<file path="config.mk">
export PLATFORM = sky130hd
export DESIGN_NAME = fbfl_ctrl
export DESIGN_NICKNAME = d
export VERILOG_FILES = /design/src/hw/rtl/fbfl_pkg.sv /design/src/hw/rtl/fbfl_ctrl.sv
export SDC_FILE = /design/constraint.sdc
export NUM_CORES = 1
export LEC_CHECK = 0
export BUFFER_PORTS_ARGS = -buffer_cell sky130_fd_sc_hd__buf_2
export CAP_MARGIN = 20
export CORE_AREA = 5 5 42 44
export CTS_CLUSTER_DIAMETER = 40
export CTS_CLUSTER_SIZE = 20
export DETAILED_ROUTE_END_ITERATION = 8
export DIE_AREA = 0 0 47 49
export PLACE_DENSITY = 0.55
export SYNTH_ARGS = -nofsm -noshare
export SYNTH_HDL_FRONTEND = slang
export SYNTH_SLANG_ARGS = --single-unit
</file>
<file path="constraint.sdc">
create_clock -name clk -period 1.86 [get_ports clk]
set_clock_uncertainty 0.15 [all_clocks]
set_input_delay 0.186 -clock clk [delete_from_list [all_inputs] [get_ports clk]]
set_output_delay 0.186 -clock clk [all_outputs]
set_load 0.05 [all_outputs]
</file>
<file path="src/hw/rtl/fbfl_pkg.sv">
// Shared types and constants for the fixed-block free-list allocator.
// Used by the controller, the datapath and the top level.
package fbfl_pkg;

	localparam int OPCODE_W  = 2;
	localparam int DATA_W    = 32;
	localparam int STATUS_W  = 2;
	localparam int SIZE_W    = 17;
	localparam int COUNT_W   = 11;
	localparam int CFG_IDX_W = 2;
	// rounded block size plus block header fits in 18 bits
	localparam int STR_W     = 18;

	localparam int S_TDATA_W = 40;
	localparam int M_TDATA_W = 72;

	localparam int REGION_HDR = 12;
	localparam int BLOCK_HDR  = 8;

	typedef enum logic [OPCODE_W-1:0] {
		OP_INIT  = 2'd0,
		OP_ALLOC = 2'd1,
		OP_FREE  = 2'd2
	} op_e_t;

	typedef enum logic [STATUS_W-1:0] {
		ST_OK       = 2'd0,
		ST_EMPTY    = 2'd1,
		ST_BAD_ADDR = 2'd2
	} status_e_t;

	localparam logic [CFG_IDX_W-1:0] REG_BASE_ADDRESS = 2'd0;
	localparam logic [CFG_IDX_W-1:0] REG_BLOCK_SIZE   = 2'd1;
	localparam logic [CFG_IDX_W-1:0] REG_BLOCK_COUNT  = 2'd2;

	// controller -> datapath
	typedef struct packed {
		logic accept;      // latch the input item
		logic calc;        // stride products, offset, link read at head
		logic init_step;   // write one link of the init chain
		logic free_check;  // range check, load divider
		logic div_step;    // one quotient bit
		logic finish;      // commit state, load output register
	} cmd_t;

	// datapath -> controller
	typedef struct packed {
		logic [OPCODE_W-1:0] op;
		logic                count_zero;
		logic                init_last;
		logic                out_range;
		logic                div_last;
		logic                out_free;
	} sts_t;

endpackage

</file>
<file path="src/hw/rtl/fbfl_ctrl.sv">
// Sequencing state machine of the allocator.
// Depends on fbfl_pkg; drives the datapath through cmd_t, watches sts_t.
module fbfl_ctrl (
	input  logic           clk,
	input  logic           arst_n,
	input  logic           s_tvalid,
	output logic           s_tready,
	input  fbfl_pkg::sts_t sts,
	output fbfl_pkg::cmd_t cmd
);
	import fbfl_pkg::*;

	typedef enum logic [2:0] {
		S_IDLE,
		S_CALC,
		S_INIT,
		S_RANGE,
		S_DIV,
		S_FIN
	} state_t;

	state_t state_q;

	always_ff @(posedge clk or negedge arst_n) begin
		if (!arst_n) begin
			state_q <= S_IDLE;
		end else begin
			case (state_q)
				S_IDLE: begin
					if (s_tvalid) state_q <= S_CALC;
				end
				S_CALC: begin
					if (sts.op == OP_INIT && !sts.count_zero) state_q <= S_INIT;
					else if (sts.op == OP_FREE) state_q <= S_RANGE;
					else state_q <= S_FIN;
				end
				S_INIT: begin
					if (sts.init_last) state_q <= S_FIN;
				end
				S_RANGE: begin
					if (sts.out_range) state_q <= S_FIN;
					else state_q <= S_DIV;
				end
				S_DIV: begin
					if (sts.div_last) state_q <= S_FIN;
				end
				S_FIN: begin
					// hold until the output register can take the result
					if (sts.out_free) state_q <= S_IDLE;
				end
				default: state_q <= S_IDLE;
			endcase
		end
	end

	assign s_tready = (state_q == S_IDLE);

	always_comb begin
		cmd            = '0;
		cmd.accept     = (state_q == S_IDLE) && s_tvalid;
		cmd.calc       = (state_q == S_CALC);
		cmd.init_step  = (state_q == S_INIT);
		cmd.free_check = (state_q == S_RANGE);
		cmd.div_step   = (state_q == S_DIV);
		cmd.finish     = (state_q == S_FIN) && sts.out_free;
	end

	a_cmd_excl: assert property (@(posedge clk) disable iff (!arst_n)
		$onehot0({cmd.accept, cmd.calc, cmd.init_step, cmd.free_check,
			cmd.div_step, cmd.finish}))
		else $error("controller issued two commands at once");

	a_accept_calc: assert property (@(posedge clk) disable iff (!arst_n)
		cmd.accept |=> state_q == S_CALC)
		else $error("accepted item did not start work");

	a_finish_idle: assert property (@(posedge clk) disable iff (!arst_n)
		cmd.finish |=> s_tready)
		else $error("not ready after finishing an item");

endmodule

</file>
==> results.ini, run 1 <==
[run_status]
status=finished clean

[sta]
fin_crit_sh=0.922
maxSlewHeadroom=0.734
fmax_mhz=583
holdWs_ps=31.3
drv_slew=0
worst_slew_pin_slew_ps=399
final-setup-viol-count=0
fin_tns_setup_ps=0
rsz0062_at_grt=no
hold_viol=0
period_minus_slack_ps=1710

[clock_tree]
clk_latency_ps=220
cts_made_buffers=3
cts_tree=done
post_cts_buffers=0
cts_root_buf=clkbuf_4
h-tree-depth=1
ctsLongestPathBuffers=2
numClockSinks=3
clkTransAtPathRegs_ps=30

[floorplanning]
initial_core_util=0.186
die_w_microns=47
num_io_pins=17
design.die.area_sq_um=2300
rows=14
die_h_microns=49
core-area_sq_um=1400

[detailed_routing]
vias=325
final_antenna_net_count=0
first_pass_iters=3
drt-total-wl_microns=735
drc=0
viasPerCell=4.71
drt_iter0_markers=11
wl_per_cell_microns=10.7

[finish]
largest_registers=state_q (3)
final_layout_size_suffix_gt1_frac=0.415
final_cells=69
num-fill-cells=165
syn2layout_area_growth_pct=54.8
layout_common_cells=buf_2 (16), nor2_1 (5), clkbuf_4 (3), dfrtp_1 (3)
final_common_cell=buf_2
nets=64
largest_register_ffs=3
largest-register=state_q
antennaDiodeCount=0
design_area_sq_um=403

[synthesis]
ys_seq_elements=3
syn_nets=44
synth.avg_cell_area_sq_um=7.65
ys_seq_area_frac=0.288
yosys_warnings=0
yosysUniqueCellTypes=19
syn_inst=34
synth_area_sq_um=260

[critical_path]
slowest_stage=dfrtp_1
end_kind=output port
cp-start-kind=flip-flop
cp.arrival_ps=1380
cp_max_fo=13
crit_type=reg -> out
cp_cell_sequence=nand2b_1 > nor2_1 > buf_2
crit_required_ps=1520
slowest_delay_ps=510

[power]
power_leakage_nw=0.212
fin_total_pwr_uw=711
powerDensity_nw_per_um2=1770
ir_drop_mv=0.560

[place]
dp_cells=64
place.gp.congestion=0.671
placed_area_sq_um=367
dp_hpwl_microns=620
portBuffers=16

[worst_hold_path]
hold_class=in -> reg

[global_routing]
grt_first_pass_wirelength_mm=1.19
grt_overflow=0
grt_util_all_layers=0.0705
antenna_found_initial=0
grt_max_degree=14
grt_pass1_vias=287

[flow_run]
maxCapViolCount=0

==> worst max-delay path: cells and delay by family (launching register included) <==
kind | cells | cell delay, ps
buf+inv | 1 | 270
flops | 1 | 510
simple gates | 2 | 380
==> kinds of logic after synthesis <==
group / Yosys count / share of synthesized area
simple gates: 18 / 0.380
flops: 3 / 0.288
compound gates: 9 / 0.264
buf+inv: 4 / 0.0673
==> power by group <==
part | total, mW | internal (mW) | switching, mW
Clock | 0.108 | 0.0800 | 0.0284
Combinational | 0.433 | 0.136 | 0.296
Sequential | 0.170 | 0.0918 | 0.0782
==> synthesized netlist by cell type <==
cell	number	area, sq um
nand2_1	2	7.51
nor2_1	5	18.8
and3_1	2	12.5
o21ai_0	2	10.0
a21o_1	1	7.51
dfrtp_1	3	75.1
nand2b_1	1	6.26
nor4bb_1	1	10.0
a221oi_2	1	15.0
a221oi_1	2	17.5
o32ai_1	1	8.76
or3_1	1	6.26
inv_1	2	7.51
or4_1	1	7.51
a21oi_1	2	10.0
buf_2	2	10.0
and2_1	2	12.5
and2b_1	1	7.51
nor3_1	2	10.0
==> path summary, 6_finish.rpt <==
kind	from	endpoint	slack [ps]	depth (start not counted)
setup / recovery	state_q[1]$_DFFE_PN0P_	cmd[0]	150	3
hold / removal	sts[0]	state_q[0]$_DFFE_PN0P_	30	2
setup reg to reg	state_q[0]$_DFFE_PN0P_	state_q[1]$_DFFE_PN0P_	280	3
hold reg to reg	state_q[2]$_DFFE_PN0P_	state_q[1]$_DFFE_PN0P_	490	1
max in group asynchronous	arst_n	state_q[1]$_DFFE_PN0P_	1320	2
min in group asynchronous	arst_n	state_q[2]$_DFFE_PN0P_	140	2
==> repair_timing <==
item | 4_1_cts | 5_1_grt
endpoints found under the hold margin | 3 | 0
hold buffers | 1 | 0
gates resized for setup | 0 | 0
==> metal layers <==
layer,vias to the layer above,global-route usage,part of all wire,wire length (microns)
met5,-,0,0,0
met1,146,0.102,0.49,358
met2,15,0.0882,0.42,312
met4,0,0.0415,0,0
met3,0,0.0221,0.088,65
li1,164,-,-,-
==> stage by stage <==
step	util	worst slack (ps)
final	0.288	145
after global routing	0.288	21.1
after CTS	0.288	129
after detailed placement	0.262	279
after global placement	0.262	313
after floorplan	-	-31.8
==> final cells by class <==
cell class	instances	area, sq um	area share
multi-input combinational	27	184	0.457
tap	16	20.0	0.0497
sequential	3	75.1	0.186
inverter	2	7.51	0.0186
timing repair buffer	17	90.1	0.224
clock buffer	4	26.3	0.0652
No activity file was read; power rests on OpenSTA's default activity.
==> inputs of run 2 (changes only) <==
--- a/config.mk
+++ b/config.mk
@@ -5,6 +5,7 @@
 export SDC_FILE = /design/constraint.sdc
 export NUM_CORES = 1
 export LEC_CHECK = 0
+export ABC_AREA = 1
 export BUFFER_PORTS_ARGS = -buffer_cell sky130_fd_sc_hd__buf_2
 export CAP_MARGIN = 20
 export CORE_AREA = 5 5 42 44
@@ -12,7 +13,7 @@
 export CTS_CLUSTER_SIZE = 20
 export DETAILED_ROUTE_END_ITERATION = 8
 export DIE_AREA = 0 0 47 49
-export PLACE_DENSITY = 0.55
+export PLACE_DENSITY = 0.57
 export SYNTH_ARGS = -nofsm -noshare
 export SYNTH_HDL_FRONTEND = slang
 export SYNTH_SLANG_ARGS = --single-unit
==> run 2 against run 1 <==
Against the previous run: worst setup slack better by 28 ps; final cell count is 28% higher; area after synthesis is 9.1% higher; clock power is 6% higher; clock-buffer cell count stayed put; critical path depth stayed put; via count is 10% higher; register-to-register slack better by 290 ps; global-route usage is 0.22 points higher; die area stayed put; maximum frequency is 1.7% higher; largest power group unchanged.
==> results.ini, run 2 <==
[run_status]
status=finished clean

[power]
power_leakage_nw=0.272
ir_drop_mv=0.461
powerDensity_nw_per_um2=1850

[place]
place.gp.congestion=0.726
dp_cells=83
placed_area_sq_um=389
portBuffers=16
dp_hpwl_microns=634

[sta]
fin_tns_setup_ps=0
fmax_mhz=593
worst_slew_pin_slew_ps=273
rsz0062_at_grt=no
final-setup-viol-count=0
fin_crit_sh=0.907
hold_viol=0
drv_slew=0
period_minus_slack_ps=1690
maxSlewHeadroom=0.817

[detailed_routing]
first_pass_iters=2
drt_iter0_markers=2
drt-total-wl_microns=756
wl_per_cell_microns=8.59
viasPerCell=4.08
vias=359
final_antenna_net_count=0
drc=0

[floorplanning]
initial_core_util=0.203
die_h_microns=49
rows=14
design.die.area_sq_um=2300
num_io_pins=17
core-area_sq_um=1400
die_w_microns=47

[clock_tree]
hold_buffers=1
cts_tree=done
cts_resized=0
h-tree-depth=1
post_cts_buffers=0
cts_made_buffers=3
cts_root_buf=clkbuf_4
numClockSinks=3
clk_latency_ps=230
ctsLongestPathBuffers=2
clkTransAtPathRegs_ps=40

[finish]
final_cells=88
syn2layout_area_growth_pct=49.8
num-fill-cells=180
largest-register=state_q
layout_common_cells=buf_2 (16), nand2_1 (13), nor2_1 (10), inv_1 (9), nand3_1 (5)
largest_registers=state_q (3)
largest_register_ffs=3
final_util=0.304
antennaDiodeCount=0
design_area_sq_um=425
final_common_cell=buf_2
final_layout_size_suffix_gt1_frac=0.347
nets=83

[synthesis]
synth_edf_count=0
yosysUniqueCellTypes=14
netlist.area_leader.share=0.264
synthTopCellsByCount=nand2_1 (13), nor2_1 (10), inv_1 (9)
ys_seq_area_frac=0.264
synth.most_common_cell=nand2_1
synth_area_sq_um=284
synth.avg_cell_area_sq_um=5.57
async_reset_ff_frac=1.00
yosys_warnings=0
synth_top_area_cell=dfrtp_1
synthTopCellsByArea=dfrtp_1 (26%), nand2_1 (17%), nor2_1 (13%), inv_1 (12%), nand3_1 (8.8%)
ys_seq_elements=3
syn_nets=61
synth-main-ff-cell=dfrtp_1
syn_inst=51

[critical_path]
slowest_delay_ps=470
rr_worst_depth=6
end_kind=output port
crit_required_ps=1520
cp-start-kind=flip-flop
crit_type=reg -> out
cp_cell_sequence=inv_2 > nor3_2 > buf_2
cp_max_fo=7
slowest_stage=dfrtp_1
cp.arrival_ps=1350

[global_routing]
grt_max_degree=8
grt_overflow=0
antenna_found_initial=0
grt_util_all_layers=0.0727
grt_first_pass_wirelength_mm=1.21
grt_pass1_vias=322

[worst_hold_path]
min_path_cells=3
hold_class=in -> reg

[flow_run]
maxCapViolCount=0

-- run 2: area by class of cell --
cell class | instances | area (sq um) | area share
Clock buffer | 4 | 26.3 | 0.0618
Inverter | 12 | 45.0 | 0.106
Multi-Input combinational cell | 36 | 169 | 0.397
Sequential cell | 3 | 75.1 | 0.176
Tap cell | 16 | 20.0 | 0.0471
Timing Repair Buffer | 17 | 90.1 | 0.212
-- run 2: where the power goes --
| group | internal [mW] | leakage, nW | switching, mW |
|---|---|---|---|
| sequential | 0.0958 | 0.0377 | 0.0573 |
| combinational | 0.137 | 0.219 | 0.382 |
| clock | 0.0805 | 0.0150 | 0.0345 |
-- run 2: worst max-delay path: cells and delay by family (launching register included) --
kind | cells | cell delay, ps
DFF | 1 | 470
buffers and inverters | 2 | 410
and+or+nand+nor | 1 | 230
-- run 2: final timing paths --
kind | startpoint | slack, ps | end
max | state_q[0]$_DFFE_PN0P_ | 170 | cmd[4]
min | sts[5] | 90 | state_q[1]$_DFFE_PN0P_
max reg2reg | state_q[0]$_DFFE_PN0P_ | 570 | state_q[0]$_DFFE_PN0P_
min reg2reg | state_q[2]$_DFFE_PN0P_ | 490 | state_q[2]$_DFFE_PN0P_
max in group asynchronous | arst_n | 1320 | state_q[0]$_DFFE_PN0P_
min in group asynchronous | arst_n | 130 | state_q[2]$_DFFE_PN0P_
-- run 2: through the flow --
stage | hold WS [ps] | total power, mW | worst slack, ps
floorplan | -260 | 0.564 | 165
global placement | -164 | 0.673 | 428
detailed placement | -162 | 0.677 | 429
CTS | 81.2 | 0.801 | 168
global route | 108 | 0.861 | 74.7
finish | 89.5 | 0.786 | 173
-- run 2: per-layer routing --
layer,part of all wire,wire length [microns],global-route usage
met2,0.49,370,0.106
met1,0.42,318,0.0841
met5,0,0,0
met4,0,0,0.0415
met3,0.090,68,0.0332
-- run 2: kinds of logic after synthesis --
kind of cell	after synthesis	synth area share
AO/OA/AOI/OAI	3	0.0617
buffers and inverters	12	0.159
flip-flops	3	0.264
AND/OR/NAND/NOR	33	0.515
==> inputs of run 3 (changes only) <==
--- a/config.mk
+++ b/config.mk
@@ -8,11 +8,11 @@
 export ABC_AREA = 1
 export BUFFER_PORTS_ARGS = -buffer_cell sky130_fd_sc_hd__buf_2
 export CAP_MARGIN = 20
-export CORE_AREA = 5 5 42 44
+export CORE_AREA = 2 2 39 41
 export CTS_CLUSTER_DIAMETER = 40
 export CTS_CLUSTER_SIZE = 20
 export DETAILED_ROUTE_END_ITERATION = 8
-export DIE_AREA = 0 0 47 49
+export DIE_AREA = 0 0 41 43
 export PLACE_DENSITY = 0.57
 export SYNTH_ARGS = -nofsm -noshare
 export SYNTH_HDL_FRONTEND = slang
==> run 3 against run 2 <==
Against the previous run: final cell count stayed put; utilization is 0.38 points higher; hold slack gained 15 ps; first-iteration DRC count rose by 50%; power is 0.58% lower; critical path depth unchanged; clock-buffer cell count stayed put; via count decreased by 0.84%.
==> results.ini, run 3 (synthesis results as in run 2) <==
[global_routing]
grt_first_pass_wirelength_mm=1.06
antenna_found_initial=0
grt_util_all_layers=0.0895
grt_overflow=0
grt_pass1_vias=304
grt_max_degree=8

[sta]
period_minus_slack_ps=1650
hold_viol=0
drv_slew=0
fmax_mhz=608
final-setup-viol-count=0
worst_slew_pin_slew_ps=257
rsz0062_at_grt=no
fin_crit_sh=0.885
fin_tns_setup_ps=0
maxSlewHeadroom=0.829

[power]
powerDensity_nw_per_um2=1840
internal_power_uw=313
pwr-share-seq=0.194
power_leakage_nw=0.272
fin_total_pwr_uw=782
p_sw_frac=0.600
ir_drop_mv=0.499
power_frac_comb=0.659
netSwitchingPower_uw=469
p_clk_frac=0.147

[detailed_routing]
wl_per_cell_microns=7.59
drc=0
final_antenna_net_count=0
vias=356
drt_iter0_markers=3
first_pass_iters=4
viasPerCell=4.05
drt-total-wl_microns=668

[floorplanning]
design.die.area_sq_um=1760
num_io_pins=17
die_w_microns=41
rows=14
die_h_microns=43
core-area_sq_um=1380
initial_core_util=0.205

[critical_path]
crit_required_ps=1520
slowest_stage=dfrtp_1
slowest_delay_ps=460
crit_type=reg -> out
cp_cell_sequence=inv_2 > nor3_2 > buf_2
cp_max_fo=7
cp_top_family=flip-flops
cp-start-kind=flip-flop
cp.arrival_ps=1310
end_kind=output port
path_buf_inv=2

[clock_tree]
cts_made_buffers=3
clkTransAtPathRegs_ps=40
h-tree-depth=1
clk_latency_ps=230
cts_tree=done
cts_root_buf=clkbuf_4
numClockSinks=3
ctsLongestPathBuffers=2
cts_resized=0
post_cts_buffers=0

[worst_hold_path]
hold_class=in -> reg

[flow_run]
maxCapViolCount=0

[finish]
final_common_cell=buf_2
largest_registers=state_q (3)
syn2layout_area_growth_pct=49.8
final_cells=88
largest-register=state_q
antennaDiodeCount=0
largest_register_ffs=3
layout_common_cells=buf_2 (16), nand2_1 (13), nor2_1 (10), inv_1 (9), nand3_1 (5)
final_layout_size_suffix_gt1_frac=0.347
nets=83
num-fill-cells=163

[place]
place.gp.congestion=0.684
dp_hpwl_microns=562
portBuffers=16
dp_cells=83

[run_status]
status=finished clean

## run 3: cell counts in the layout (fill, tap and decap cells not counted)
Identical to the previous run, type by type.
## run 3: final cells by class
class / count / area, sq um / share of cell area
clock buffer: 4 / 26.3 / 0.0618
sequential: 3 / 75.1 / 0.176
tap: 16 / 20.0 / 0.0471
timing repair buffer: 17 / 90.1 / 0.212
multi-input combinational: 36 / 169 / 0.397
inverter: 12 / 45.0 / 0.106
## run 3: what timing repair did
action                                 CTS  global route
endpoints found under the hold margin    3             0
hold buffers                             1             0
setup endpoints to repair                0             0
## run 3: metal layers
layer,vias up,global-route usage,share of wire
li1,195,-,-
met1,148,0.104,0.45
met2,13,0.131,0.46
met3,0,0.0314,0.088
met4,0,0.0600,0
met5,-,0,0
## run 3: worst paths after layout
kind                                         from                endpoint  slack (ps)  cells past startpoint
max in group asynchronous                  arst_n  state_q[1]$_DFFE_PN0P_        1330                      2
hold reg to reg            state_q[1]$_DFFE_PN0P_  state_q[1]$_DFFE_PN0P_         500                      3
min in group asynchronous                  arst_n  state_q[0]$_DFFE_PN0P_         120                      2
hold / removal                             sts[5]  state_q[1]$_DFFE_PN0P_         100                      3
setup reg to reg           state_q[2]$_DFFE_PN0P_  state_q[2]$_DFFE_PN0P_         560                      6
setup / recovery           state_q[0]$_DFFE_PN0P_                  cmd[4]         210                      3
## run 3: tightest hold or removal path, cell delays in order
cell and delay (ps):
buf_2 90, a21o_1 100, o21ai_1 70
## run 3: power groups by stage
stage | combinational (mW) | sequential (mW) | clock, mW
finish | 0.515 | 0.152 | 0.115
global route | 0.579 | 0.156 | 0.128
CTS | 0.523 | 0.152 | 0.120
detailed placement | 0.520 | 0.153 | 0
global placement | 0.516 | 0.151 | 0
floorplan | 0.421 | 0.143 | 0
## run 3: metrics by stage
| stage | util | setup slack (ps) | hold WS, ps | cell area, sq um |
|---|---|---|---|---|
| finish | 0.307 | 215 | 105 | 425 |
| global route | 0.307 | 115 | 130 | 425 |
| CTS | 0.307 | 198 | 96.2 | 425 |
| detailed placement | 0.281 | 453 | -163 | 389 |
| global placement | 0.281 | 455 | -163 | 389 |
| floorplan | - | 165 | -260 | 289 |
